==> src/hdl/humid_air_heat_capacity_top_assert.svh <==
// Assertion macros for the humid-air heat capacity block.
`ifndef HUMID_AIR_HEAT_CAPACITY_TOP_ASSERT_SVH
`define HUMID_AIR_HEAT_CAPACITY_TOP_ASSERT_SVH

// The consequent must hold in the same cycle as the antecedent.
`define HAC_ASSERT_IMP(label, ante, cons, msg) \
  label: assert property (@(posedge clk) disable iff (rst) (ante) |-> (cons)) \
    else $error(msg);

// The consequent must hold in the cycle after the antecedent.
`define HAC_ASSERT_NXT(label, ante, cons, msg) \
  label: assert property (@(posedge clk) disable iff (rst) (ante) |=> (cons)) \
    else $error(msg);

`endif

==> src/hdl/hac_pkg.sv <==
// Types, constants and coefficient tables shared by the heat capacity pipeline.
package hac_pkg;

  localparam int TEMP_W      = 17;
  localparam int FRAC_W      = 17;
  localparam int CV_W        = 24;
  localparam int ACC_W       = 37;
  localparam int COEF_W      = 34;
  localparam int WEIGHT_W    = 18;
  localparam int NUM_SPECIES = 3;
  localparam int NUM_TERMS   = 5;
  localparam int NUM_STEPS   = NUM_TERMS - 1;

  localparam int HORNER_SH = 14;
  localparam int DRY_SH    = 16;
  localparam int MIX_SH    = 28;

  localparam int HSUM_W   = ACC_W + TEMP_W + 2;
  localparam int DSUM_W   = ACC_W + WEIGHT_W + 1;
  localparam int MSUM_W   = ACC_W + FRAC_W + 2;
  localparam int MIX_W    = MSUM_W - MIX_SH;

  localparam int HORNER_HALF = 1 << (HORNER_SH - 1);
  localparam int DRY_HALF    = 1 << (DRY_SH - 1);
  localparam int MIX_HALF    = 1 << (MIX_SH - 1);

  localparam logic [TEMP_W-1:0] T_SPLIT  = TEMP_W'(16000);
  localparam logic [FRAC_W-1:0] FRAC_ONE = FRAC_W'(65536);

  localparam logic signed [WEIGHT_W-1:0] W_N2 = WEIGHT_W'(51773);
  localparam logic signed [WEIGHT_W-1:0] W_O2 = WEIGHT_W'(13763);

  localparam logic signed [MIX_W-1:0] CV_HI = MIX_W'((1 << (CV_W - 1)) - 1);
  localparam logic signed [MIX_W-1:0] CV_LO = MIX_W'(-(1 << (CV_W - 1)));

  typedef enum logic [1:0] {
    SP_N2,
    SP_O2,
    SP_H2O
  } species_t;

  typedef logic signed [ACC_W-1:0]  acc_t;
  typedef logic signed [COEF_W-1:0] coef_t;
  typedef coef_t [NUM_SPECIES-1:0]  coef_set_t;

  // One item in flight through the polynomial stages.
  typedef struct packed {
    logic                        vld;
    logic [TEMP_W-1:0]           u;
    logic [FRAC_W-1:0]           y;
    logic                        hi;
    acc_t [NUM_SPECIES-1:0]      acc;
  } stage_t;

  typedef struct packed {
    logic                        vld;
    logic signed [MIX_W-1:0]     mix;
  } mix_t;

  // Coefficients in Q.20, indexed by range, species and power of s.
  localparam coef_t COEF [2][NUM_SPECIES][NUM_TERMS] = '{
    '{
      '{ 34'sd715417123,   34'sd448775707,  -34'sd1293338259,  34'sd1885208330,
        -34'sd836597483 },
      '{ 34'sd758113591,  -34'sd836092054,   34'sd2813345640, -34'sd2832299972,
         34'sd971740301 },
      '{ 34'sd1547879179, -34'sd1009117960,  34'sd3308612529, -34'sd2851564945,
         34'sd942822203 }
    },
    '{
      '{ 34'sd599603808,   34'sd474198228,  -34'sd185513646,   34'sd33740980,
        -34'sd2310910 },
      '{ 34'sd621904797,   34'sd413783019,  -34'sd216548885,   34'sd61281412,
        -34'sd6492326 },
      '{ 34'sd984285220,   34'sd1078732227, -34'sd83254439,   -34'sd50423288,
         34'sd8949525 }
    }
  };

endpackage

==> src/hdl/hac_horner_stage.sv <==
// One Horner step for all three species, with its pipeline register.
module hac_horner_stage (
  input  logic                  clk,
  input  logic                  rst,
  input  logic                  en,
  input  hac_pkg::stage_t       d,
  input  hac_pkg::coef_set_t    k,
  output hac_pkg::stage_t       q
);
  import hac_pkg::*;

  logic                   vld;
  logic [TEMP_W-1:0]      u;
  logic [FRAC_W-1:0]      y;
  logic                   hi;
  acc_t [NUM_SPECIES-1:0] acc;
  acc_t [NUM_SPECIES-1:0] acc_next;

  // Multiply, fold the coefficient in above the rounding point, then shift.
  function automatic acc_t horner_step(input acc_t a, input logic [TEMP_W-1:0] s,
                                       input coef_t c);
    logic signed [HSUM_W-1:0] sum;
    sum = HSUM_W'(a * $signed({1'b0, s})) + (HSUM_W'(c) <<< HORNER_SH) + HORNER_HALF;
    return sum[ACC_W+HORNER_SH-1:HORNER_SH];
  endfunction

  always_comb begin
    for (int sp = 0; sp < NUM_SPECIES; sp++) begin
      acc_next[sp] = horner_step(d.acc[sp], d.u, k[sp]);
    end
  end

  always_ff @(posedge clk) begin
    if (rst) begin
      vld <= 1'b0;
    end else if (en) begin
      vld <= d.vld;
    end
  end

  always_ff @(posedge clk) begin
    if (en) begin
      u   <= d.u;
      y   <= d.y;
      hi  <= d.hi;
      acc <= acc_next;
    end
  end

  assign q = '{vld, u, y, hi, acc};

endmodule

==> config.mk <==
export PLATFORM = sky130hd
export DESIGN_NAME = hac_horner_stage
export DESIGN_NICKNAME = d
export VERILOG_FILES = /design/src/hdl/humid_air_heat_capacity_top_assert.svh /design/src/hdl/hac_pkg.sv /design/src/hdl/hac_horner_stage.sv
export SDC_FILE = /design/constraint.sdc
export NUM_CORES = 2
export LEC_CHECK = 0
export BUFFER_PORTS_ARGS = -buffer_cell sky130_fd_sc_hd__buf_4
export CELL_PAD_IN_SITES_DETAIL_PLACEMENT = 0
export CELL_PAD_IN_SITES_GLOBAL_PLACEMENT = 1
export CORE_ASPECT_RATIO = 1.1
export CORE_MARGIN = 4
export CORE_UTILIZATION = 51
export DETAILED_ROUTE_END_ITERATION = 8
export PLACE_DENSITY = 0.82
export SLEW_MARGIN = 10
export SYNTH_ARGS = -nofsm -noshare
export SYNTH_HDL_FRONTEND = slang
export SYNTH_SLANG_ARGS = --single-unit
==> constraint.sdc <==
create_clock -name clk -period 11.1 [get_ports clk]
set_input_delay 2.22 -clock clk [delete_from_list [all_inputs] [get_ports clk]]
set_output_delay 2.22 -clock clk [all_outputs]
set_load 0.03 [all_outputs]
==> results.md <==
* Synth-to-layout area growth at 7.56%
* RSZ-0062 raised after global routing: false
* Hold Path Class: register to register
* Clock Latency Late Sink at about 0.56 ns
* H-Tree Depth at 4
* Post-CTS Resized at 0
* Post-DP HPWL at roughly 150 mm
* Top-count cell post-synth: inv_1
* Die Height at 393 µm
* Setup-failing EPs final at 0
* Critical Path RT at roughly 11 ns
* Final max-slew violation count at 0
* Cell mode on critical path: fa_1
* Dpl cell area at approximately 73000 µm²
* Post-synthesis instance total at 7445
* Post-Synth Simple-Gate Area at between 15 and 20%
* GRT Total Usage at 27.3%
* Yosys reg bits at 147
* Post-synthesis mux area share at less than 1%
* Worst r2r path cells at 2
* Via-to-Cell Ratio at just over 5
* Fill cells at roughly 12000
* Final instance area at approximately 74000 µm²
* Hold Path Depth at 2
* Tightest Pin Transition at between 0.9 and 1 ns
* Width of the die at ~360 µm
* Placer congestion estimate at roughly 0.89
* Top cell type's share of synthesized area at about 53%
* DRT Pass-1 Iters at 6
* First-pass GRT wire length at 294 mm
* Uppermost layer routed: met5
* CP peak stage delay at approximately 0.63 ns
* Post-Synth XOR/XNOR Area at roughly 2%
* Pin count of the biggest net entering global routing at 74
* CP cell instances: buf_4, buf_4, and2_1, fa_1, inv_1, fa_1, fa_1, inv_1, fa_1, fa_1, inv_1, fa_1, inv_1, ha_1, a21oi_1, o21ai_0, a2111oi_0, o21ai_1, a31oi_2, o21ai_1, a22o_1, or2_1, a221oi_1, xnor2_1
* Fin nets at between 10000 and 15000
* Hold Buf Count CTS at 0
* Core ar. at 133000 µm²
* Routed vias at 48200
* Hold path endpoint: vld
* Routed wire length at about 180 mm
* Number of port buffers at between 300 and 400
* M1 wire length at just over 70 mm
* Avg WL per Cell at 19.3 µm
* Slew margin rel. at 34.2%
* Final TNS setup at 0 ns
* Critical path buffers and inverters at 6
* R2R Setup Slk at between 10 and 15 ns
* Slowest-stage cell, CP: buf_4
* Fin. Hold Viols at 0
* Initial antenna violation count at 19
* Crit. End Element: register
* Syn_area_per_cell at ~9 µm²
* Synth warnings at 0
* Main combinational cell family by area after synthesis: adder cells
* Compound-Gate Fraction of Synth Area at 2.52%
* Reg2reg end: vld
* # Max-Cap Violations at 0
* Post-synth EDFFs at between 100 and 150
* DRT antenna net count at 0
* Synth unique cells at 57
* Top post-synthesis cells by area: fa_1 (53%), inv_1 (13%), and2_1 (9.1%)
* Root Buffer: clkbuf_16
* DIE AREA at 140000 µm²
* Top_reg_cell synth: edfxtp_1
* Mapped Nets at a little under 10000
* Status: finished clean
* Commonest cells in the netlist: inv_1 (2314), fa_1 (1800), and2_1 (1001), nand2_1 (911), ha_1 (369)
* Clock buffer depth at 2
* Row count at 140
* Buffers inserted during post-CTS setup optimization at 0
* WL met2 at 91.7 mm
* Worst r2r src: vld
* Area leader, netlist: fa_1
* Fraction of layout cells with a size suffix above 1 at 6.45%
* Cell Area, Synth at about 70000 µm²
* Asr flop ratio synth at 0%
* DRC viols at 0
* CP Launch Type: input port
* Sinks on Clock Net at between 100 and 150
* Synth Area in Adders at about three fifths
* Grt ovf at 0
* Largest fanout on the critical path at between 60 and 70
* Final period demand of the worst path at approximately 9.5 ns
* Crit-path leading delay family: adder cells
* CTS buffer count at 17
* IO Pins at 399
* Tcrit/Tclk final at between 80% and 90%
* Worst Path Class, Setup: input port to register
* Initial DRC Count at roughly 2400
* Clock Skew at 0 ns
* Met3 Routed Length at about 12 mm
* Vias in the first global route at about 54000
* Hold_sp: vld
* CTS tree: done
* Achievable Freq at roughly 110 MHz
* Sequential share of the synthesized area at 6.42%
* Clock Pin Slew Worst Setup and Hold Paths at ~0.080 ns
* Initial Util at roughly half
* Worst EP arrival at between 9 and 10 ns
## registers in the layout (all words and copies together) (netlist names)
register  flops
q           111
u            17
y            17
hi            1
vld           1
## through the flow
step	worst slack [ns]	instances	utilization, %	hold WS, ns
floorplan	2.33	7445	-	0.462
global placement	1.27	9350	55.0	0.475
detailed placement	1.09	9350	55.0	0.555
CTS	1.69	9382	55.4	0.561
global route	1.20	9383	55.4	0.583
finish	1.64	9394	55.5	0.543
## worst min-delay path, stage by stage, from the launching register on
cell and delay, ns:
dfxtp_1 0.33, mux2i_1 0.12, nor2_1 0.06
## cells by family after synthesis
kind of cell	after synthesis
AO/OA/AOI/OAI	268
XOR/XNOR	157
adder cells (fa/ha/maj)	2169
buffers and inverters	2633
flip-flops	147
multiplexers	1
AND/OR/NAND/NOR	2070
## cell usage in the layout (no fill, tap or decap), drive strengths merged, types with 10 or more instances in the layout
| cell | n |
|---|---|
| and2 | 1001 |
| nand2 | 911 |
| nor2 | 63 |
| buf | 448 |
| nand3 | 22 |
| inv | 2323 |
| fa | 1800 |
| ha | 369 |
| clkbuf | 18 |
| nor2b | 15 |
| o21a | 17 |
| xnor2 | 115 |
| o21ai | 49 |
| o21bai | 14 |
| a21oi | 91 |
| xor2 | 42 |
| a31oi | 10 |
| nand4 | 20 |
| a21o | 41 |
| nor3 | 15 |
| diode | 12 |
| edfxtp | 146 |
## routing by layer
metal	vias to the layer above	global-route usage, %
met5	-	0
met4	10	8.50
met3	313	4.75
met2	1430	47.5
met1	25400	34.8
li1	21100	-
## worst max path at each step
stage	start	to	cells past startpoint	slack [ns]
final	d[137]	q[71]	24	1.64
after global routing	d[141]	q[71]	24	1.20
after CTS	d[137]	q[71]	24	1.69
after detailed placement	d[137]	q[71]	24	1.09
after global placement	d[137]	q[71]	24	1.27
after floorplan	d[132]	q[110]	23	2.33
## cell type report
| cell class | instances | area (µm²) | area share [%] |
|---|---|---|---|
| Clock inverter | 15 | 210 | 0.285 |
| Timing Repair Buffer | 449 | 3500 | 4.75 |
| Antenna cell | 12 | 30.0 | 0.0407 |
| Multi-Input combinational cell | 4665 | 54300 | 73.6 |
| Tap cell | 1775 | 2220 | 3.01 |
| Clock buffer | 17 | 425 | 0.577 |
| Inverter | 2314 | 8690 | 11.8 |
| Sequential cell | 147 | 4400 | 5.97 |
Power is left out: the tool's default activity adds up to more than one toggle a clock period on the data nets, which glitch-free logic cannot reach.
