<file path="src/hdl/humid_air_heat_capacity_top_assert.svh">
// Assertion macros for the humid-air heat capacity block.
`ifndef HUMID_AIR_HEAT_CAPACITY_TOP_ASSERT_SVH
`define HUMID_AIR_HEAT_CAPACITY_TOP_ASSERT_SVH

// The consequent must hold in the same cycle as the antecedent.
`define HAC_ASSERT_IMP(label, ante, cons, msg) \
  label: assert property (@(posedge clk) disable iff (rst) (ante) |-> (cons)) \
    else $error(msg);

// The consequent must hold in the cycle after the antecedent.
`define HAC_ASSERT_NXT(label, ante, cons, msg) \
  label: assert property (@(posedge clk) disable iff (rst) (ante) |=> (cons)) \
    else $error(msg);

`endif

</file>
<file path="src/hdl/hac_pkg.sv">
// Types, constants and coefficient tables shared by the heat capacity pipeline.
package hac_pkg;

  localparam int TEMP_W      = 17;
  localparam int FRAC_W      = 17;
  localparam int CV_W        = 24;
  localparam int ACC_W       = 37;
  localparam int COEF_W      = 34;
  localparam int WEIGHT_W    = 18;
  localparam int NUM_SPECIES = 3;
  localparam int NUM_TERMS   = 5;
  localparam int NUM_STEPS   = NUM_TERMS - 1;

  localparam int HORNER_SH = 14;
  localparam int DRY_SH    = 16;
  localparam int MIX_SH    = 28;

  localparam int HSUM_W   = ACC_W + TEMP_W + 2;
  localparam int DSUM_W   = ACC_W + WEIGHT_W + 1;
  localparam int MSUM_W   = ACC_W + FRAC_W + 2;
  localparam int MIX_W    = MSUM_W - MIX_SH;

  localparam int HORNER_HALF = 1 << (HORNER_SH - 1);
  localparam int DRY_HALF    = 1 << (DRY_SH - 1);
  localparam int MIX_HALF    = 1 << (MIX_SH - 1);

  localparam logic [TEMP_W-1:0] T_SPLIT  = TEMP_W'(16000);
  localparam logic [FRAC_W-1:0] FRAC_ONE = FRAC_W'(65536);

  localparam logic signed [WEIGHT_W-1:0] W_N2 = WEIGHT_W'(51773);
  localparam logic signed [WEIGHT_W-1:0] W_O2 = WEIGHT_W'(13763);

  localparam logic signed [MIX_W-1:0] CV_HI = MIX_W'((1 << (CV_W - 1)) - 1);
  localparam logic signed [MIX_W-1:0] CV_LO = MIX_W'(-(1 << (CV_W - 1)));

  typedef enum logic [1:0] {
    SP_N2,
    SP_O2,
    SP_H2O
  } species_t;

  typedef logic signed [ACC_W-1:0]  acc_t;
  typedef logic signed [COEF_W-1:0] coef_t;
  typedef coef_t [NUM_SPECIES-1:0]  coef_set_t;

  // One item in flight through the polynomial stages.
  typedef struct packed {
    logic                        vld;
    logic [TEMP_W-1:0]           u;
    logic [FRAC_W-1:0]           y;
    logic                        hi;
    acc_t [NUM_SPECIES-1:0]      acc;
  } stage_t;

  typedef struct packed {
    logic                        vld;
    logic signed [MIX_W-1:0]     mix;
  } mix_t;

  // Coefficients in Q.20, indexed by range, species and power of s.
  localparam coef_t COEF [2][NUM_SPECIES][NUM_TERMS] = '{
    '{
      '{ 34'sd715417123,   34'sd448775707,  -34'sd1293338259,  34'sd1885208330,
        -34'sd836597483 },
      '{ 34'sd758113591,  -34'sd836092054,   34'sd2813345640, -34'sd2832299972,
         34'sd971740301 },
      '{ 34'sd1547879179, -34'sd1009117960,  34'sd3308612529, -34'sd2851564945,
         34'sd942822203 }
    },
    '{
      '{ 34'sd599603808,   34'sd474198228,  -34'sd185513646,   34'sd33740980,
        -34'sd2310910 },
      '{ 34'sd621904797,   34'sd413783019,  -34'sd216548885,   34'sd61281412,
        -34'sd6492326 },
      '{ 34'sd984285220,   34'sd1078732227, -34'sd83254439,   -34'sd50423288,
         34'sd8949525 }
    }
  };

endpackage

</file>
<file path="src/hdl/hac_mix.sv">
// Dry-air weighting and vapour mixing, two pipeline stages.
module hac_mix (
  input  logic              clk,
  input  logic              rst,
  input  logic              en,
  input  hac_pkg::stage_t   d,
  output hac_pkg::mix_t     q
);
  import hac_pkg::*;

  logic                    dvld;
  logic [FRAC_W-1:0]       dy;
  acc_t                    dry;
  acc_t                    dry_next;
  acc_t                    h2o;
  logic                    mvld;
  logic signed [MIX_W-1:0] mix;
  logic signed [MIX_W-1:0] mix_next;

  function automatic acc_t dry_avg(input acc_t n2, input acc_t o2);
    logic signed [DSUM_W-1:0] sum;
    sum = DSUM_W'(n2 * W_N2) + DSUM_W'(o2 * W_O2) + DRY_HALF;
    return sum[ACC_W+DRY_SH-1:DRY_SH];
  endfunction

  function automatic logic signed [MIX_W-1:0] mix_avg(input acc_t da, input acc_t wv,
                                                      input logic [FRAC_W-1:0] yf);
    logic signed [FRAC_W:0]   wy;
    logic signed [FRAC_W:0]   wd;
    logic signed [MSUM_W-1:0] sum;
    wy  = $signed({1'b0, yf});
    wd  = $signed({1'b0, FRAC_ONE - yf});
    sum = MSUM_W'(da * wd) + MSUM_W'(wv * wy) + MIX_HALF;
    return sum[MSUM_W-1:MIX_SH];
  endfunction

  assign dry_next = dry_avg(d.acc[SP_N2], d.acc[SP_O2]);
  assign mix_next = mix_avg(dry, h2o, dy);

  always_ff @(posedge clk) begin
    if (rst) begin
      dvld <= 1'b0;
      mvld <= 1'b0;
    end else if (en) begin
      dvld <= d.vld;
      mvld <= dvld;
    end
  end

  always_ff @(posedge clk) begin
    if (en) begin
      dy  <= d.y;
      dry <= dry_next;
      h2o <= d.acc[SP_H2O];
      mix <= mix_next;
    end
  end

  assign q = '{mvld, mix};

endmodule

</file>
<file path="config.mk">
export PLATFORM = sky130hd
export DESIGN_NAME = hac_mix
export DESIGN_NICKNAME = d
export VERILOG_FILES = /design/src/hdl/humid_air_heat_capacity_top_assert.svh /design/src/hdl/hac_pkg.sv /design/src/hdl/hac_mix.sv
export SDC_FILE = /design/constraint.sdc
export NUM_CORES = 2
export LEC_CHECK = 0
export BUFFER_PORTS_ARGS = -buffer_cell sky130_fd_sc_hd__buf_2
export CORE_MARGIN = 2
export CORE_UTILIZATION = 45
export DETAILED_ROUTE_END_ITERATION = 6
export SYNTH_ARGS = -nofsm -noshare
export SYNTH_HDL_FRONTEND = slang
export SYNTH_SLANG_ARGS = --single-unit
</file>
<file path="constraint.sdc">
create_clock -name clk -period 22.6 [get_ports clk]
set_input_delay 3.39 -clock clk [delete_from_list [all_inputs] [get_ports clk]]
set_output_delay 3.39 -clock clk [all_outputs]
set_load 0.01 [all_outputs]
</file>
==> results_tabular.tex <==
\begin{tabular}{lr}
\hline
Metric & Value \\
\hline
\multicolumn{2}{l}{\textbf{Synth}} \\
Syn\_nets & 9,340 \\
Cell count after synthesis & about 6,700 \\
Dominant register cell in the synthesized netlist & sky130\_fd\_sc\_hd\_\_edfxtp\_1 \\
Synthesized area per cell & approximately 10 sq um \\
Async set-reset flop share out of synthesis & 0 \\
Top post-synthesis cells by area & sky130\_fd\_sc\_hd\_\_fa\_1, sky130\_fd\_sc\_hd\_\_ha\_1, sky130\_fd\_sc\_hd\_\_inv\_1 \\
Synth area leader & sky130\_fd\_sc\_hd\_\_fa\_1 \\
Yosys synthesis warning count & 0 \\
Share of Yosys cell area claimed by the top area cell type & 0.554 \\
Summed instance area of the synthesized netlist & between 60,000 and 70,000 sq um \\
Yosys reg bits & $\sim$120 \\
Fraction of the yosys area taken by sequential cells & 0.0540 \\
Unique masters post-synth & just over 60 \\
Count of flip-flops with a built-in enable after synthesis & about 120 \\
\multicolumn{2}{l}{\textbf{GRT}} \\
Vias in the first global route & roughly 48,000 \\
Layer carrying the most global-route usage & met2 \\
GR Util met1 & 0.336 \\
Grt total ovfl & 0 \\
Largest net degree at the start of global routing & 65 \\
Fraction of met2 tracks used by global routing & 0.366 \\
Aggregate global-route resource usage & 0.229 \\
Number of antenna violations at the first check in global routing & 15 \\
Met3 track utilization from global routing & 0.0333 \\
First-pass GRT wire length & approximately 270,000 microns \\
\multicolumn{2}{l}{\textbf{Clock tree}} \\
Sinks on the clock net & 121 \\
Clock-pin slew on the worst setup and hold paths & roughly 0.08 ns \\
TritonCTS clock tree & done \\
Largest buffer count on any clock path & 2 \\
Number of buffers inserted during clock tree synthesis & 17 \\
Clock insertion delay at the later pin of the skew report & 0.53 ns \\
Clock tree root driver cell & sky130\_fd\_sc\_hd\_\_clkbuf\_16 \\
CTS H-tree lvls & 4 \\
CTS Hold Bufs & 0 \\
Resized cells post-CTS & 0 \\
Post-CTS Repair Setup Buffers & 0 \\
\multicolumn{2}{l}{\textbf{Setup path}} \\
Crit-path slowest cell & sky130\_fd\_sc\_hd\_\_nor4\_1 \\
Arrival time reported for the critical path endpoint & about 12 ns \\
Crit Path Max Fanout & 40 \\
Worst Path Required & about 23 ns \\
Peak per-stage delay on the critical path & $\sim$0.95 ns \\
Worst Setup Path Type & register to register \\
Startpoint class of the critical path & register \\
Most frequent cell on the critical path & sky130\_fd\_sc\_hd\_\_fa\_1 \\
Worst setup EP type & register \\
\multicolumn{2}{l}{\textbf{STA}} \\
Transition at the pin with the smallest max-transition slack & 1.21 ns \\
Setup repair after global routing missed its margin & no \\
Final worst-path setup slack & between 10 and 15 ns \\
F\_max & roughly 0.087 GHz \\
Relative max-transition margin & 0.187 \\
Setup Skew & between 0.02 and 0.03 ns \\
Final Hold Viols & 0 \\
Worst hold slack & between 0.4 and 0.5 ns \\
Number of max-slew violations in the final report & 0 \\
Part of the cycle the worst path needs & 0.509 \\
Setup TNS & 0 ns \\
Min Tclk post-route & around 11 ns \\
Final setup violating endpoints & 0 \\
\multicolumn{2}{l}{\textbf{Layout}} \\
Net count, final & between 9,000 and 10,000 \\
Fraction of layout cells with a size suffix above 1 & 0.0393 \\
Layout Cells excl Fill & between 8,000 and 9,000 \\
Layout overhead on the synthesized area & 5.20\% \\
Filler cell count in the final layout & around 14,000 \\
\multicolumn{2}{l}{\textbf{Placement}} \\
Port Buf Inserts & 160 \\
Placer's final routability congestion estimate & roughly 0.91 \\
Worst-case setup slack after placement & $\sim$11 ns \\
HPWL Detailed & around 140,000 microns \\
Placed cell count & between 8,000 and 9,000 \\
\multicolumn{2}{l}{\textbf{Floorplan}} \\
Initial Util & 0.453 \\
Area of the core region & between 100,000 and 150,000 sq um \\
\# rows & roughly 140 \\
Die width & 390 microns \\
Die Outline Area & about 150,000 sq um \\
Top-level I/O count & 179 \\
Vertical extent of the die & between 300 and 400 microns \\
\multicolumn{2}{l}{\textbf{Route}} \\
Number of violations reported at the end of detailed-routing iteration 0 & between 2,000 and 2,500 \\
Number of nets still failing antenna checks after routing & 0 \\
Detailed-route vias per instance & 4.89 \\
First drt pass iteration count & 7 \\
Total DRC errors in the routed layout & 0 \\
Detail-routed net length per standard cell & between 15 and 20 microns \\
Detailed Route WL & 162,000 microns \\
Vias & around 42,000 \\
\multicolumn{2}{l}{\textbf{Flow run}} \\
\# Max-Cap Violations & 0 \\
\multicolumn{2}{l}{\textbf{Run status}} \\
Result of the run & complete, no violations \\
\multicolumn{2}{l}{\textbf{Worst hold path}} \\
Class of the tightest hold or removal check & register to register \\
\hline
\end{tabular}
## critical path, delay by kind of cell (launching register included)
family / cells / cell delay (ns)
adders and majority gates: 9 / 4.28
and+or+nand+nor: 9 / 3.90
AOI/OAI and AO/OA: 5 / 1.09
xor gates and xnor gates: 2 / 1.03
buffers and inverters: 5 / 0.52
DFF: 1 / 0.37
## Yosys cell counts (5+ instances only)
master and count:
sky130_fd_sc_hd__inv_1 2098, sky130_fd_sc_hd__fa_1 1852, sky130_fd_sc_hd__nand2_1 700, sky130_fd_sc_hd__ha_1 642
sky130_fd_sc_hd__and2_1 570, sky130_fd_sc_hd__clkbuf_1 206, sky130_fd_sc_hd__edfxtp_1 119, sky130_fd_sc_hd__a21oi_1 79
sky130_fd_sc_hd__xnor2_1 66, sky130_fd_sc_hd__nor2b_1 46, sky130_fd_sc_hd__a21o_1 45, sky130_fd_sc_hd__xor2_1 43
sky130_fd_sc_hd__nor2_1 36, sky130_fd_sc_hd__o21ai_0 35, sky130_fd_sc_hd__nand4_1 18, sky130_fd_sc_hd__nand3_1 16
sky130_fd_sc_hd__nand2b_1 11, sky130_fd_sc_hd__nor3_1 10, sky130_fd_sc_hd__a211oi_1 8, sky130_fd_sc_hd__and3_1 7
sky130_fd_sc_hd__o21a_1 7, sky130_fd_sc_hd__or2_2 6, sky130_fd_sc_hd__nor4_1 5, sky130_fd_sc_hd__o211ai_1 5
sky130_fd_sc_hd__o21bai_1 5, sky130_fd_sc_hd__o31ai_1 5
## path summary, 6_finish.rpt
check	slack, ns	start	to	cells after the start
max	11.10	dy[3]$_DFFE_PP_	mix[27]$_DFFE_PP_	30
min	0.50	mvld$_SDFFE_PP0P_	mvld$_SDFFE_PP0P_	2
max reg2reg	11.10	dy[3]$_DFFE_PP_	mix[27]$_DFFE_PP_	30
min reg2reg	0.50	mvld$_SDFFE_PP0P_	mvld$_SDFFE_PP0P_	2
## registers in the layout, indices dropped and copies added, names as in the netlist
signal	flops
dy	17
mvld	1
dvld	1
dry	37
mix	28
h2o	37
## cell families after synthesis
| logic type | after synthesis | share of synthesized area |
|---|---|---|
| XOR/XNOR | 109 | 0.0143 |
| multiplexers | 2 | 0.000299 |
| AO/OA/AOI/OAI | 223 | 0.0218 |
| AND/OR/NAND/NOR | 1437 | 0.106 |
| adder cells (fa/ha/maj) | 2494 | 0.674 |
| buffers and inverters | 2310 | 0.130 |
| flip-flops | 121 | 0.0540 |
## final cells by class
class,count,area [sq um],area share
clock inverter,15,190,0.00270
sequential,121,3610,0.0513
multi-input combinational,4265,54800,0.778
clock buffer,17,425,0.00604
tap,1930,2410,0.0343
inverter,2098,7880,0.112
antenna,2,5.00,0.0000711
timing repair buffer,200,1110,0.0157
## cells in the final DEF, fill, tap and decap left out, types with 18 or more instances in the layout
cell,n
sky130_fd_sc_hd__ha_1,641
sky130_fd_sc_hd__fa_1,1852
sky130_fd_sc_hd__xor2_1,34
sky130_fd_sc_hd__a21oi_1,79
sky130_fd_sc_hd__nor2b_1,46
sky130_fd_sc_hd__inv_1,2098
sky130_fd_sc_hd__nand4_1,18
sky130_fd_sc_hd__a21o_1,45
sky130_fd_sc_hd__o21ai_0,35
sky130_fd_sc_hd__nand2_1,700
sky130_fd_sc_hd__buf_4,40
sky130_fd_sc_hd__edfxtp_1,119
sky130_fd_sc_hd__and2_1,570
sky130_fd_sc_hd__nor2_1,35
sky130_fd_sc_hd__buf_2,159
sky130_fd_sc_hd__xnor2_1,61
## stage by stage
stage / util / area [sq um]
final: 0.477 / 70400
after global routing: 0.477 / 70400
after CTS: 0.477 / 70400
after detailed placement: 0.473 / 69800
after global placement: 0.473 / 69800
after floorplan: - / 67000
## routing by layer
| layer | wire length [microns] | part of all wire | vias up |
|---|---|---|---|
| met1 | 76200 | 0.47 | 22172 |
| met4 | 2270 | 0.014 | 18 |
| li1 | - | - | 18978 |
| met2 | 74200 | 0.46 | 975 |
| met5 | 107 | 0.00066 | - |
| met3 | 8870 | 0.055 | 133 |
Power is not shown: default switching activity piles up to over one toggle a cycle in this logic, so the estimate is an artifact.
