[config.mk]
export PLATFORM = sky130hd
export DESIGN_NAME = hac_out_buf
export DESIGN_NICKNAME = d
export VERILOG_FILES = /design/src/hdl/humid_air_heat_capacity_top_assert.svh /design/src/hdl/hac_pkg.sv /design/src/hdl/hac_out_buf.sv
export SDC_FILE = /design/constraint.sdc
export NUM_CORES = 1
export LEC_CHECK = 0
export BUFFER_PORTS_ARGS = -buffer_cell sky130_fd_sc_hd__buf_2
export CORE_MARGIN = 1.5
export CORE_UTILIZATION = 56
export DETAILED_ROUTE_END_ITERATION = 8
export MAX_ROUTING_LAYER = met4
export PLACE_DENSITY = 0.89
export SYNTH_ARGS = -nofsm -noshare
export SYNTH_HDL_FRONTEND = slang
export SYNTH_SLANG_ARGS = --single-unit
[constraint.sdc]
create_clock -name clk -period 3.17 [get_ports clk]
set_input_delay 0.4755 -clock clk [delete_from_list [all_inputs] [get_ports clk]]
set_output_delay 0.4755 -clock clk [all_outputs]
set_load 0.05 [all_outputs]
[src/hdl/humid_air_heat_capacity_top_assert.svh]
// Assertion macros for the humid-air heat capacity block.
`ifndef HUMID_AIR_HEAT_CAPACITY_TOP_ASSERT_SVH
`define HUMID_AIR_HEAT_CAPACITY_TOP_ASSERT_SVH

// The consequent must hold in the same cycle as the antecedent.
`define HAC_ASSERT_IMP(label, ante, cons, msg) \
  label: assert property (@(posedge clk) disable iff (rst) (ante) |-> (cons)) \
    else $error(msg);

// The consequent must hold in the cycle after the antecedent.
`define HAC_ASSERT_NXT(label, ante, cons, msg) \
  label: assert property (@(posedge clk) disable iff (rst) (ante) |=> (cons)) \
    else $error(msg);

`endif

[src/hdl/hac_pkg.sv]
// Types, constants and coefficient tables shared by the heat capacity pipeline.
package hac_pkg;

  localparam int TEMP_W      = 17;
  localparam int FRAC_W      = 17;
  localparam int CV_W        = 24;
  localparam int ACC_W       = 37;
  localparam int COEF_W      = 34;
  localparam int WEIGHT_W    = 18;
  localparam int NUM_SPECIES = 3;
  localparam int NUM_TERMS   = 5;
  localparam int NUM_STEPS   = NUM_TERMS - 1;

  localparam int HORNER_SH = 14;
  localparam int DRY_SH    = 16;
  localparam int MIX_SH    = 28;

  localparam int HSUM_W   = ACC_W + TEMP_W + 2;
  localparam int DSUM_W   = ACC_W + WEIGHT_W + 1;
  localparam int MSUM_W   = ACC_W + FRAC_W + 2;
  localparam int MIX_W    = MSUM_W - MIX_SH;

  localparam int HORNER_HALF = 1 << (HORNER_SH - 1);
  localparam int DRY_HALF    = 1 << (DRY_SH - 1);
  localparam int MIX_HALF    = 1 << (MIX_SH - 1);

  localparam logic [TEMP_W-1:0] T_SPLIT  = TEMP_W'(16000);
  localparam logic [FRAC_W-1:0] FRAC_ONE = FRAC_W'(65536);

  localparam logic signed [WEIGHT_W-1:0] W_N2 = WEIGHT_W'(51773);
  localparam logic signed [WEIGHT_W-1:0] W_O2 = WEIGHT_W'(13763);

  localparam logic signed [MIX_W-1:0] CV_HI = MIX_W'((1 << (CV_W - 1)) - 1);
  localparam logic signed [MIX_W-1:0] CV_LO = MIX_W'(-(1 << (CV_W - 1)));

  typedef enum logic [1:0] {
    SP_N2,
    SP_O2,
    SP_H2O
  } species_t;

  typedef logic signed [ACC_W-1:0]  acc_t;
  typedef logic signed [COEF_W-1:0] coef_t;
  typedef coef_t [NUM_SPECIES-1:0]  coef_set_t;

  // One item in flight through the polynomial stages.
  typedef struct packed {
    logic                        vld;
    logic [TEMP_W-1:0]           u;
    logic [FRAC_W-1:0]           y;
    logic                        hi;
    acc_t [NUM_SPECIES-1:0]      acc;
  } stage_t;

  typedef struct packed {
    logic                        vld;
    logic signed [MIX_W-1:0]     mix;
  } mix_t;

  // Coefficients in Q.20, indexed by range, species and power of s.
  localparam coef_t COEF [2][NUM_SPECIES][NUM_TERMS] = '{
    '{
      '{ 34'sd715417123,   34'sd448775707,  -34'sd1293338259,  34'sd1885208330,
        -34'sd836597483 },
      '{ 34'sd758113591,  -34'sd836092054,   34'sd2813345640, -34'sd2832299972,
         34'sd971740301 },
      '{ 34'sd1547879179, -34'sd1009117960,  34'sd3308612529, -34'sd2851564945,
         34'sd942822203 }
    },
    '{
      '{ 34'sd599603808,   34'sd474198228,  -34'sd185513646,   34'sd33740980,
        -34'sd2310910 },
      '{ 34'sd621904797,   34'sd413783019,  -34'sd216548885,   34'sd61281412,
        -34'sd6492326 },
      '{ 34'sd984285220,   34'sd1078732227, -34'sd83254439,   -34'sd50423288,
         34'sd8949525 }
    }
  };

endpackage

[src/hdl/hac_out_buf.sv]
// Saturation, output register and skid register on the result side.
module hac_out_buf (
  input  logic                         clk,
  input  logic                         rst,
  input  hac_pkg::mix_t                d,
  input  logic                         out_ready,
  output logic                         out_valid,
  output logic signed [hac_pkg::CV_W-1:0] dout,
  output logic                         full
);
  import hac_pkg::*;

  logic                   ov;
  logic signed [CV_W-1:0] od;
  logic                   sv;
  logic signed [CV_W-1:0] sd;
  logic signed [CV_W-1:0] val;
  logic                   push;

  function automatic logic signed [CV_W-1:0] sat(input logic signed [MIX_W-1:0] m);
    logic signed [MIX_W-1:0] c;
    if (m > CV_HI) begin
      c = CV_HI;
    end else if (m < CV_LO) begin
      c = CV_LO;
    end else begin
      c = m;
    end
    return c[CV_W-1:0];
  endfunction

  assign val  = sat(d.mix);
  assign push = d.vld & ~sv;

  // The skid register only fills when a result arrives while the output stalls.
  always_ff @(posedge clk) begin
    if (rst) begin
      ov <= 1'b0;
      sv <= 1'b0;
    end else if (sv) begin
      if (out_ready) begin
        sv <= 1'b0;
      end
    end else if (push) begin
      if (ov && !out_ready) begin
        sv <= 1'b1;
      end else begin
        ov <= 1'b1;
      end
    end else if (out_ready) begin
      ov <= 1'b0;
    end
  end

  always_ff @(posedge clk) begin
    if (sv) begin
      if (out_ready) begin
        od <= sd;
      end
    end else if (push) begin
      if (ov && !out_ready) begin
        sd <= val;
      end else begin
        od <= val;
      end
    end
  end

  assign out_valid = ov;
  assign dout      = od;
  assign full      = sv;

endmodule

==> key figures, run 1 <==
Logic synthesis
  – Gate Count Post-Synth: 149
  – Synth Warn #: 0
  – Avg Synthesized Cell Area: 14.9 sq um
  – Post-Syn Nets: 181
  – Area contributors post-synth: edfxtp_1 (65%), a221o_1 (10%), a21o_1 (7.8%)
  – Largest area contributor in the netlist: edfxtp_1
  – Mapped Area: 2220 sq um
  – Yosys cell types: 22
  – Yosys reg bits: 50
  – Register area share after synthesis: 0.666
  – Synth top area share: 0.648

STA
  – Final worst-path cycle share: 0.708
  – Achievable Freq: 0.445 GHz
  – Layout Skew: 5.54 ps
  – RSZ-0062 raised after global routing: no
  – Setup ws final: 925 ps
  – Setup violations, final: 0
  – Setup TNS: 0 ps
  – Final min period: 2250 ps
  – Tightest Pin Transition: 942 ps
  – Slew margin rel.: 0.372
  – Final Hold Fails: 0
  – Max Transition Viols Final: 0

Detailed routing
  – Final ANT Viol Nets: 0
  – Initial drt markers: 79
  – Vias: 1,451
  – Drt total wl: 4140 um
  – DR WL/cell: 16.5 um
  – Drt pass-1 iters: 4
  – Vias per cell: 5.78
  – DRC Markers: 0

Worst setup path
  – Critical-path top delay cell: dfxtp_2
  – Kind of critical path: flip-flop to flip-flop
  – Crit-path leading delay family: flip-flops
  – Reg2Reg Setup Slack: 920 ps
  – Startpoint Class: flip-flop
  – Worst path bufs/invs: 1
  – Worst Path Arrival: 2250 ps
  – CP cell instances: o22a_1 > buf_4
  – FF-to-FF End: dout[12]
  – Setup crit end kind: flip-flop
  – Slowest stage delay, CP: 950 ps
  – Worst reg2reg path depth: 2
  – Worst path required time: 3170 ps
  – Crit Path Max Fanout: 55
  – Worst r2r src: full

Power and ir drop
  – Static leakage: 1.07 nW
  – Sw Ratio: 0.262
  – Sequential power share: 0.541
  – Worst vdd ir: 0.451 mV
  – Internal power: 1.07 mW
  – Combinational share of power: 0.171
  – Clk network pwr share: 0.288
  – Pwr per Cell Area: 552 nW/um^2
  – Psw: 0.380 mW

Die
  – Die area: 4360 sq um
  – Die W: 66.0 um
  – Io pins: 58
  – Core Footprint: 3740 sq um
  – Die height: 66.0 um
  – Row count: 22
  – Initial Util: 0.594

Placed design
  – Dpl hpwl: 2660 um
  – Pre-CTS setup slack: 946 ps
  – Placer congestion estimate: 0.698
  – Placed Cells: 243
  – PortBufs: 57

GRT
  – Largest net degree at the start of global routing: 56
  – Vias in the first global route: 1,287
  – First-pass GRT wire length: 6110 um
  – Gr ovfl total: 0
  – Total GRT Usage: 0.201
  – Initial antenna violation count: 0

Clocking
  – # clock sinks: 50
  – CTS root buf: clkbuf_8
  – CTS tree: done
  – TritonCTS buffer count: 5
  – Skew-Pair Late Insertion Delay: 300 ps
  – Clk slew on worst S/H paths: 80 ps
  – CTS Buffer Depth: 2
  – Post_cts resized: 0
  – H-tree Lvls: 2
  – Setup bufs post-CTS: 0
  – Hold_buf cts: 0

Worst hold path
  – Hold WC Path Type: input pin to flip-flop
  – Hold endpoint: full
  – Worst hold start: rst
  – Hold path depth: 2

Cells and area
  – Post-layout util: 0.701
  – Most frequent cells in the layout: buf_2 (57), edfxtp_1 (48), a21o_1 (23), nor2b_1 (23), a221o_1 (23)
  – Filler cell count: 273
  – Commonest non-fill, non-tap cell in the layout: buf_2
  – NumNets Final: 234
  – Layout area overhead: 18.0%
  – Layout cells sized above 1: 0.365
  – Diodes inserted: 0
  – Finished Layout Cells: 251

Job
  – Max_cap viols: 0

Outcome
  – Status: finished clean
## worst max-delay path by stage
stage | start | to | slack [ps] | depth (start not counted)
floorplan | full | dout[0] | 910 | 4
global placement | full | dout[9] | 1080 | 2
detailed placement | full | dout[6] | 950 | 2
CTS | full | dout[12] | 940 | 2
global route | full | dout[12] | 780 | 2
finish | full | dout[12] | 920 | 2
## registers in the layout (all words and copies together), names as in the netlist
name	flops
full	1
dout	24
out_valid	1
sd	24
## synth_stat cells
cell type and count:
edfxtp_1 48, a21o_1 23, a221o_1 23, nor2b_1 23, buf_2 8, clkbuf_1 3
nor2_1 3, a21oi_1 2, buf_6 2, dfxtp_1 2, and4bb_2 1, buf_4 1
clkbuf_2 1, inv_1 1, mux2_2 1, nand2_1 1, nand2b_1 1, nand4_1 1
nor3_2 1, nor4_4 1, o21ai_0 1, o22a_1 1
## worst reg2reg max path, cell delays in order (launching register included)
cell,delay [ps]
dfxtp_2,950
o22a_1,660
buf_4,330
## final cells by class
type                       count  area (sq um)  area share
clock buffer                   8           110      0.0419
inverter                       1          3.75     0.00143
multi-input combinational     83           653       0.249
sequential                    50          1480       0.565
tap                           48          60.1      0.0229
timing repair buffer          61           315       0.120
## layer usage
metal / GRT usage / part of all wire
met5: - / 0
met4: 0.0612 / 0.013
met3: 0.0664 / 0.050
met2: 0.340 / 0.52
met1: 0.228 / 0.41
## cell families (layout without fill, tap and decap cells)
logic type | after synthesis | after routing | share of synthesized area
simple gates | 32 | 32 | 0.0967
mux | 1 | 1 | 0.00506
compound gates | 50 | 50 | 0.192
flops | 50 | 50 | 0.666
buf+inv | 16 | 70 | 0.0405
## stage by stage
stage | instance area, sq um | power [mW] | hold slack [ps]
global placement | 2510 | 1.04 | 479
finish | 2630 | 1.45 | 328
detailed placement | 2510 | 1.05 | 516
CTS | 2630 | 1.45 | 326
global route | 2630 | 1.50 | 324
floorplan | 2220 | 0.980 | 523
## power by group through the flow
stage,Combinational (mW),Sequential [mW],Clock (mW)
6_report,0.247,0.784,0.418
5_1_grt,0.262,0.787,0.450
4_1_cts,0.248,0.784,0.421
3_5_place_dp,0.248,0.799,0
3_3_place_gp,0.238,0.797,0
2_1_floorplan,0.0939,0.886,0
No activity file was read; power rests on OpenSTA's default activity.
==> run 2: changes to the inputs <==
- CORE_UTILIZATION: 56 -> 52
- PLACE_DENSITY: 0.89 -> 0.84
- clock period: 3.17 -> 2.35 ns (I/O delays scaled with it)
==> run 2 against run 1 <==
  * Design area about the same
  * Worst setup slack worse by 300 ps
  * Global-route usage up 0.17 points
  * First-iteration DRC count up 23%
  * Sequential share of layout area about the same
  * Total power up 32%
  * Largest cell class unchanged
  * Largest power group unchanged
==> key figures, run 2 (synthesis results as in run 1) <==
Outcome
  – Status: finished clean

Clocking
  – Setup bufs post-CTS: 0 (unchanged)
  – TritonCTS buffer count: 5 (unchanged)
  – CTS root buf: clkbuf_8
  – H-tree Lvls: 2 (unchanged)
  – # clock sinks: 50 (unchanged)
  – CTS tree: done
  – CTS Buffer Depth: 2 (unchanged)
  – Clk slew on worst S/H paths: 90 ps (about the same)
  – Post_cts resized: 0 (unchanged)
  – Hold_buf cts: 0 (unchanged)
  – Skew-Pair Late Insertion Delay: 300 ps (about the same)

GRT
  – First-pass GRT wire length: 6530 um (+6.9%)
  – Gr ovfl total: 0 (unchanged)
  – Vias in the first global route: 1,350 (+4.9%)
  – Initial antenna violation count: 0 (unchanged)
  – Largest net degree at the start of global routing: 47 (-16%)
  – Total GRT Usage: 0.202 (+0.00172)

Detailed routing
  – DRC Markers: 0 (unchanged)
  – Vias: 1,477 (+1.8%)
  – Post-Route M1 WL: 1830 um (+7.0%)
  – Final ANT Viol Nets: 0 (unchanged)
  – Drt total wl: 4380 um (+5.9%)
  – Initial drt markers: 97 (+23%)
  – Drt pass-1 iters: 4 (unchanged)
  – DR WL/cell: 17.3 um (+5.0%)
  – Vias per cell: 5.84 (+0.99%)
  – Met3 WL: 247 um (+19%)
  – Routed length on met2: 2250 um (+4.3%)
  – Top sig layer: met4

Worst setup path
  – FF-to-FF End: dout[19]
  – CP endpoint: dout[19]
  – Startpoint Class: flip-flop
  – Worst path required time: 2400 ps (-770 ps)
  – Worst reg2reg path depth: 3 (+1)
  – Worst Path Arrival: 1780 ps (-470 ps)
  – Setup crit end kind: flip-flop
  – Kind of critical path: flip-flop to flip-flop
  – Worst r2r src: full
  – Crit Path Max Fanout: 30 (-45%)
  – Reg2Reg Setup Slack: 630 ps (-300 ps)
  – Worst setup startpoint: full

STA
  – Achievable Freq: 0.580 GHz (+30%)
  – Final min period: 1720 ps (-521 ps)
  – Setup TNS: 0 ps (unchanged)
  – Final worst-path cycle share: 0.734 (+0.0255)
  – Tightest Pin Transition: 992 ps (+50.3 ps)
  – Setup ws final: 626 ps (-299 ps)
  – WHS: 228 ps (-99.9 ps)
  – Setup violations, final: 0 (unchanged)
  – Max Transition Viols Final: 0 (unchanged)
  – RSZ-0062 raised after global routing: no
  – Slew margin rel.: 0.338 (-0.0343)
  – Final Hold Fails: 0 (unchanged)
  – Layout Skew: 4.97 ps (-0.568 ps)

Placed design
  – Placer congestion estimate: 0.712 (+1.9%)
  – Pre-CTS setup slack: 647 ps (-299 ps)
  – Dpl hpwl: 2940 um (+11%)
  – PortBufs: 57 (unchanged)
  – Placed Cells: 245 (+0.82%)

Die
  – Die W: 68.4 um (+3.6%)
  – Die height: 68.4 um (+3.6%)
  – Initial Util: 0.548 (-0.0460)
  – Io pins: 58 (unchanged)
  – Core Footprint: 4060 sq um (+8.4%)
  – Die area: 4680 sq um (+7.3%)
  – Row count: 23 (+4.5%)

Power and ir drop
  – Sequential power share: 0.552 (+0.011)
  – Clk network pwr share: 0.268 (-0.020)
  – Static leakage: 1.06 nW (-0.39%)
  – Pwr per Cell Area: 727 nW/um^2 (+32%)
  – Worst vdd ir: 0.482 mV (+7.1%)
  – Total power: 1.91 mW (+32%)
  – Psw: 0.521 mW (+37%)
  – Combinational share of power: 0.180 (+0.009)
  – Sw Ratio: 0.273 (+0.0110)
  – Internal power: 1.39 mW (+30%)

Job
  – Max_cap viols: 0 (unchanged)

Cells and area
  – Multi-input logic area: 656 sq um (+0.38%)
  – Layout area overhead: 17.9% (about the same)
  – FF+latch area: 1480 sq um (unchanged)
  – Filler cell count: 298 (+9.2%)
  – Commonest non-fill, non-tap cell in the layout: buf_2
  – Finished Layout Cells: 253 (+0.80%)
  – Diodes inserted: 0 (unchanged)
  – Most frequent cells in the layout: buf_2 (57), edfxtp_1 (48), a21o_1 (23), nor2b_1 (23), a221o_1 (23)
  – NumNets Final: 234 (unchanged)
  – Layout cells sized above 1: 0.365 (unchanged)

Worst hold path
  – Hold WC Path Type: input pin to flip-flop
==> run 2: area by class of cell <==
class	instances	share of cell area
Sequential cell	50	0.565
Multi-Input combinational cell	83	0.250
Timing Repair Buffer	61	0.125
Clock buffer	7	0.0329
Tap cell	50	0.0238
Clock inverter	1	0.00191
Inverter	1	0.00143
==> run 2: stage by stage <==
stage | instance area (sq um) | util
global route | 2620 | 0.647
detailed placement | 2530 | 0.624
floorplan | 2220 | -
finish | 2620 | 0.647
global placement | 2530 | 0.624
CTS | 2620 | 0.647
==> run 2: worst min path at each step <==
stage               startpoint   endpoint  slack (ps)  depth (start not counted)
CTS                        rst  out_valid         220                          2
global placement     out_valid  out_valid         480                          2
detailed placement   out_valid  out_valid         520                          2
global route               rst       full         220                          2
floorplan                  rst  out_valid         420                          1
finish                     rst  out_valid         230                          2
==> run 2: metal layers <==
| layer | global-route usage | vias to the layer above |
|---|---|---|
| met1 | 0.254 | 717 |
| met4 | 0.110 | 0 |
| met2 | 0.309 | 57 |
| met5 | - | - |
| li1 | - | 699 |
| met3 | 0.0395 | 4 |
==> run 2: power groups by stage <==
stage          clock (mW)  combinational, mW  sequential, mW
2_1_floorplan           0              0.127            1.19
3_3_place_gp            0              0.329            1.07
3_5_place_dp            0              0.344            1.07
4_1_cts             0.519              0.345            1.05
5_1_grt             0.551              0.366            1.06
6_report            0.511              0.343            1.05
==> run 2: critical path, cell delays in order (launching register included) <==
cell     delay (ps)
dfxtp_2         670
buf_4           370
nor2b_1          90
a221o_1         330
==> run 3: changes to the inputs <==
- CORE_UTILIZATION: 52 -> 47
- PLACE_DENSITY: 0.84 -> 0.8
- clock period: 2.35 -> 1.4 ns (I/O delays scaled with it)
==> run 3 against run 2 <==
  * Critical path type unchanged
  * Largest power group unchanged
  * The run now ends with DRC left
  * Non-clock buffer count is 1 higher
  * Die area is 10% higher
  * Largest cell class unchanged
  * Clock-buffer cell count is 2 lower
  * Highest routed layer unchanged
  * Via count is 2.8% lower
  * Design area is 2.2% higher
  * Maximum frequency is 31% higher
  * Clock skew is 0.84 ps higher
  * Wire length is 8.0% lower
==> key figures, run 3 (synthesis results as in run 1) <==
Clocking
  – # clock sinks: 50 (unchanged)
  – Setup bufs post-CTS: 0 (unchanged)
  – TritonCTS buffer count: 5 (unchanged)
  – CTS tree: done
  – Clk slew on worst S/H paths: 80 ps (about the same)
  – CTS root buf: clkbuf_8
  – Hold_buf cts: 0 (unchanged)
  – H-tree Lvls: 2 (unchanged)
  – Post_cts resized: 0 (unchanged)
  – Skew-Pair Late Insertion Delay: 300 ps (about the same)
  – CTS Buffer Depth: 2 (unchanged)

Worst setup path
  – Worst r2r src: full
  – Crit Path Max Fanout: 25 (-17%)
  – Critical-path top delay cell: and4bb_4
  – Worst setup startpoint: full
  – Setup crit end kind: flip-flop
  – Startpoint Class: flip-flop
  – Kind of critical path: flip-flop to flip-flop
  – Worst path required time: 1360 ps (-1040 ps)
  – Slowest stage delay, CP: 580 ps (-90 ps)
  – Worst Path Arrival: 1270 ps (-510 ps)
  – CP cell instances: and4bb_4
  – Reg2Reg Setup Slack: 90 ps (-540 ps)
  – Worst path bufs/invs: 0 (-1)
  – Crit-path leading delay family: simple AND/OR/NAND/NOR gates

Die
  – Initial Util: 0.501 (-0.0477)
  – Io pins: 58 (unchanged)
  – Die height: 71.8 um (+5.0%)
  – Die W: 71.8 um (+5.0%)
  – Die area: 5160 sq um (+10%)
  – Core Footprint: 4440 sq um (+9.5%)
  – Row count: 24 (+4.3%)

Detailed routing
  – DRC Markers: 1 (+1)
  – DR WL/cell: 15.7 um (-9.1%)
  – Drt pass-1 iters: 8 (+4)
  – Vias per cell: 5.61 (-4.0%)
  – Initial drt markers: 95 (-2.1%)
  – Drt total wl: 4030 um (-8.0%)
  – Vias: 1,435 (-2.8%)
  – Final ANT Viol Nets: 0 (unchanged)

Cells and area
  – Layout area overhead: 20.5%
  – Diodes inserted: 0 (unchanged)
  – Commonest non-fill, non-tap cell in the layout: buf_2
  – Post-layout util: 0.603 (-0.0433)
  – NumNets Final: 235 (+0.43%)
  – Most frequent cells in the layout: buf_2 (57), edfxtp_1 (48), a21o_1 (23), nor2b_1 (23), a221o_1 (23)
  – Layout cells sized above 1: 0.382 (+0.0178)
  – Filler cell count: 353 (+18%)

STA
  – Layout Skew: 5.80 ps (+0.835 ps)
  – Achievable Freq: 0.761 GHz (+31%)
  – Max Transition Viols Final: 0 (unchanged)
  – Tightest Pin Transition: 941 ps (-51.3 ps)
  – Final Hold Fails: 0 (unchanged)
  – RSZ-0062 raised after global routing: no
  – Final worst-path cycle share: 0.939 (+0.205)
  – Setup violations, final: 0 (unchanged)
  – Slew margin rel.: 0.372 (+0.0342)
  – Setup TNS: 0 ps (unchanged)
  – Final min period: 1310 ps (-410 ps)

GRT
  – Largest net degree at the start of global routing: 47 (unchanged)
  – Gr ovfl total: 0 (unchanged)
  – Initial antenna violation count: 0 (unchanged)
  – Vias in the first global route: 1,317 (-2.4%)
  – First-pass GRT wire length: 6210 um (-4.9%)
  – Total GRT Usage: 0.164 (-0.0379)

Placed design
  – Placer congestion estimate: 0.733 (+3.0%)
  – PortBufs: 57 (unchanged)

Outcome
  – Failing checks: DRC
  – Status: complete, but fails checks

Power and ir drop
  – Static leakage: 1.09 nW (+2.1%)
  – Pwr per Cell Area: 1240 nW/um^2 (+71%)
  – Worst vdd ir: 0.586 mV (+22%)

Worst hold path
  – Worst hold start: rst
  – Hold WC Path Type: input pin to flip-flop

Job
  – Max_cap viols: 0 (unchanged)
[run 3: final timing paths]
kind,to,depth (start not counted)
worst max-delay path,sd[1],1
worst min-delay path,full,2
worst max register to register,sd[1],1
worst min register to register,out_valid,2
[run 3: final cells by class]
cell class | instances | area [sq um] | area share
Clock buffer | 5 | 68.8 | 0.0257
Clock inverter | 3 | 40.0 | 0.0149
Inverter | 1 | 3.75 | 0.00140
Multi-Input combinational cell | 83 | 671 | 0.250
Sequential cell | 50 | 1490 | 0.554
Tap cell | 52 | 65.1 | 0.0243
Timing Repair Buffer | 62 | 348 | 0.130
[run 3: metrics by stage]
stage | setup slack (ps) | std cells | hold WS [ps] | area, sq um | total power, mW
final | 85.5 | 256 | 71.6 | 2680 | 3.33
after detailed placement | -48.1 | 248 | 380 | 2570 | 2.38
after global placement | -21.1 | 248 | 380 | 2570 | 2.37
after CTS | 78.5 | 256 | 60.3 | 2680 | 3.36
after floorplan | -126 | 149 | 273 | 2260 | 2.23
after global routing | 45.1 | 256 | 59.4 | 2680 | 3.45
[run 3: per-layer routing]
layer,up-vias,track usage,part of all wire
met4,0,0.0629,0.020
li1,693,-,-
met2,51,0.291,0.52
met1,683,0.178,0.41
met3,8,0.0394,0.054
met5,-,-,0
[run 3: power by group]
part / internal (mW) / switching (mW) / leakage [nW]
combinational: 0.193 / 0.387 / 0.567
clock: 0.526 / 0.463 / 0.0579
sequential: 1.74 / 0.0219 / 0.460
total: 2.46 / 0.872 / 1.09
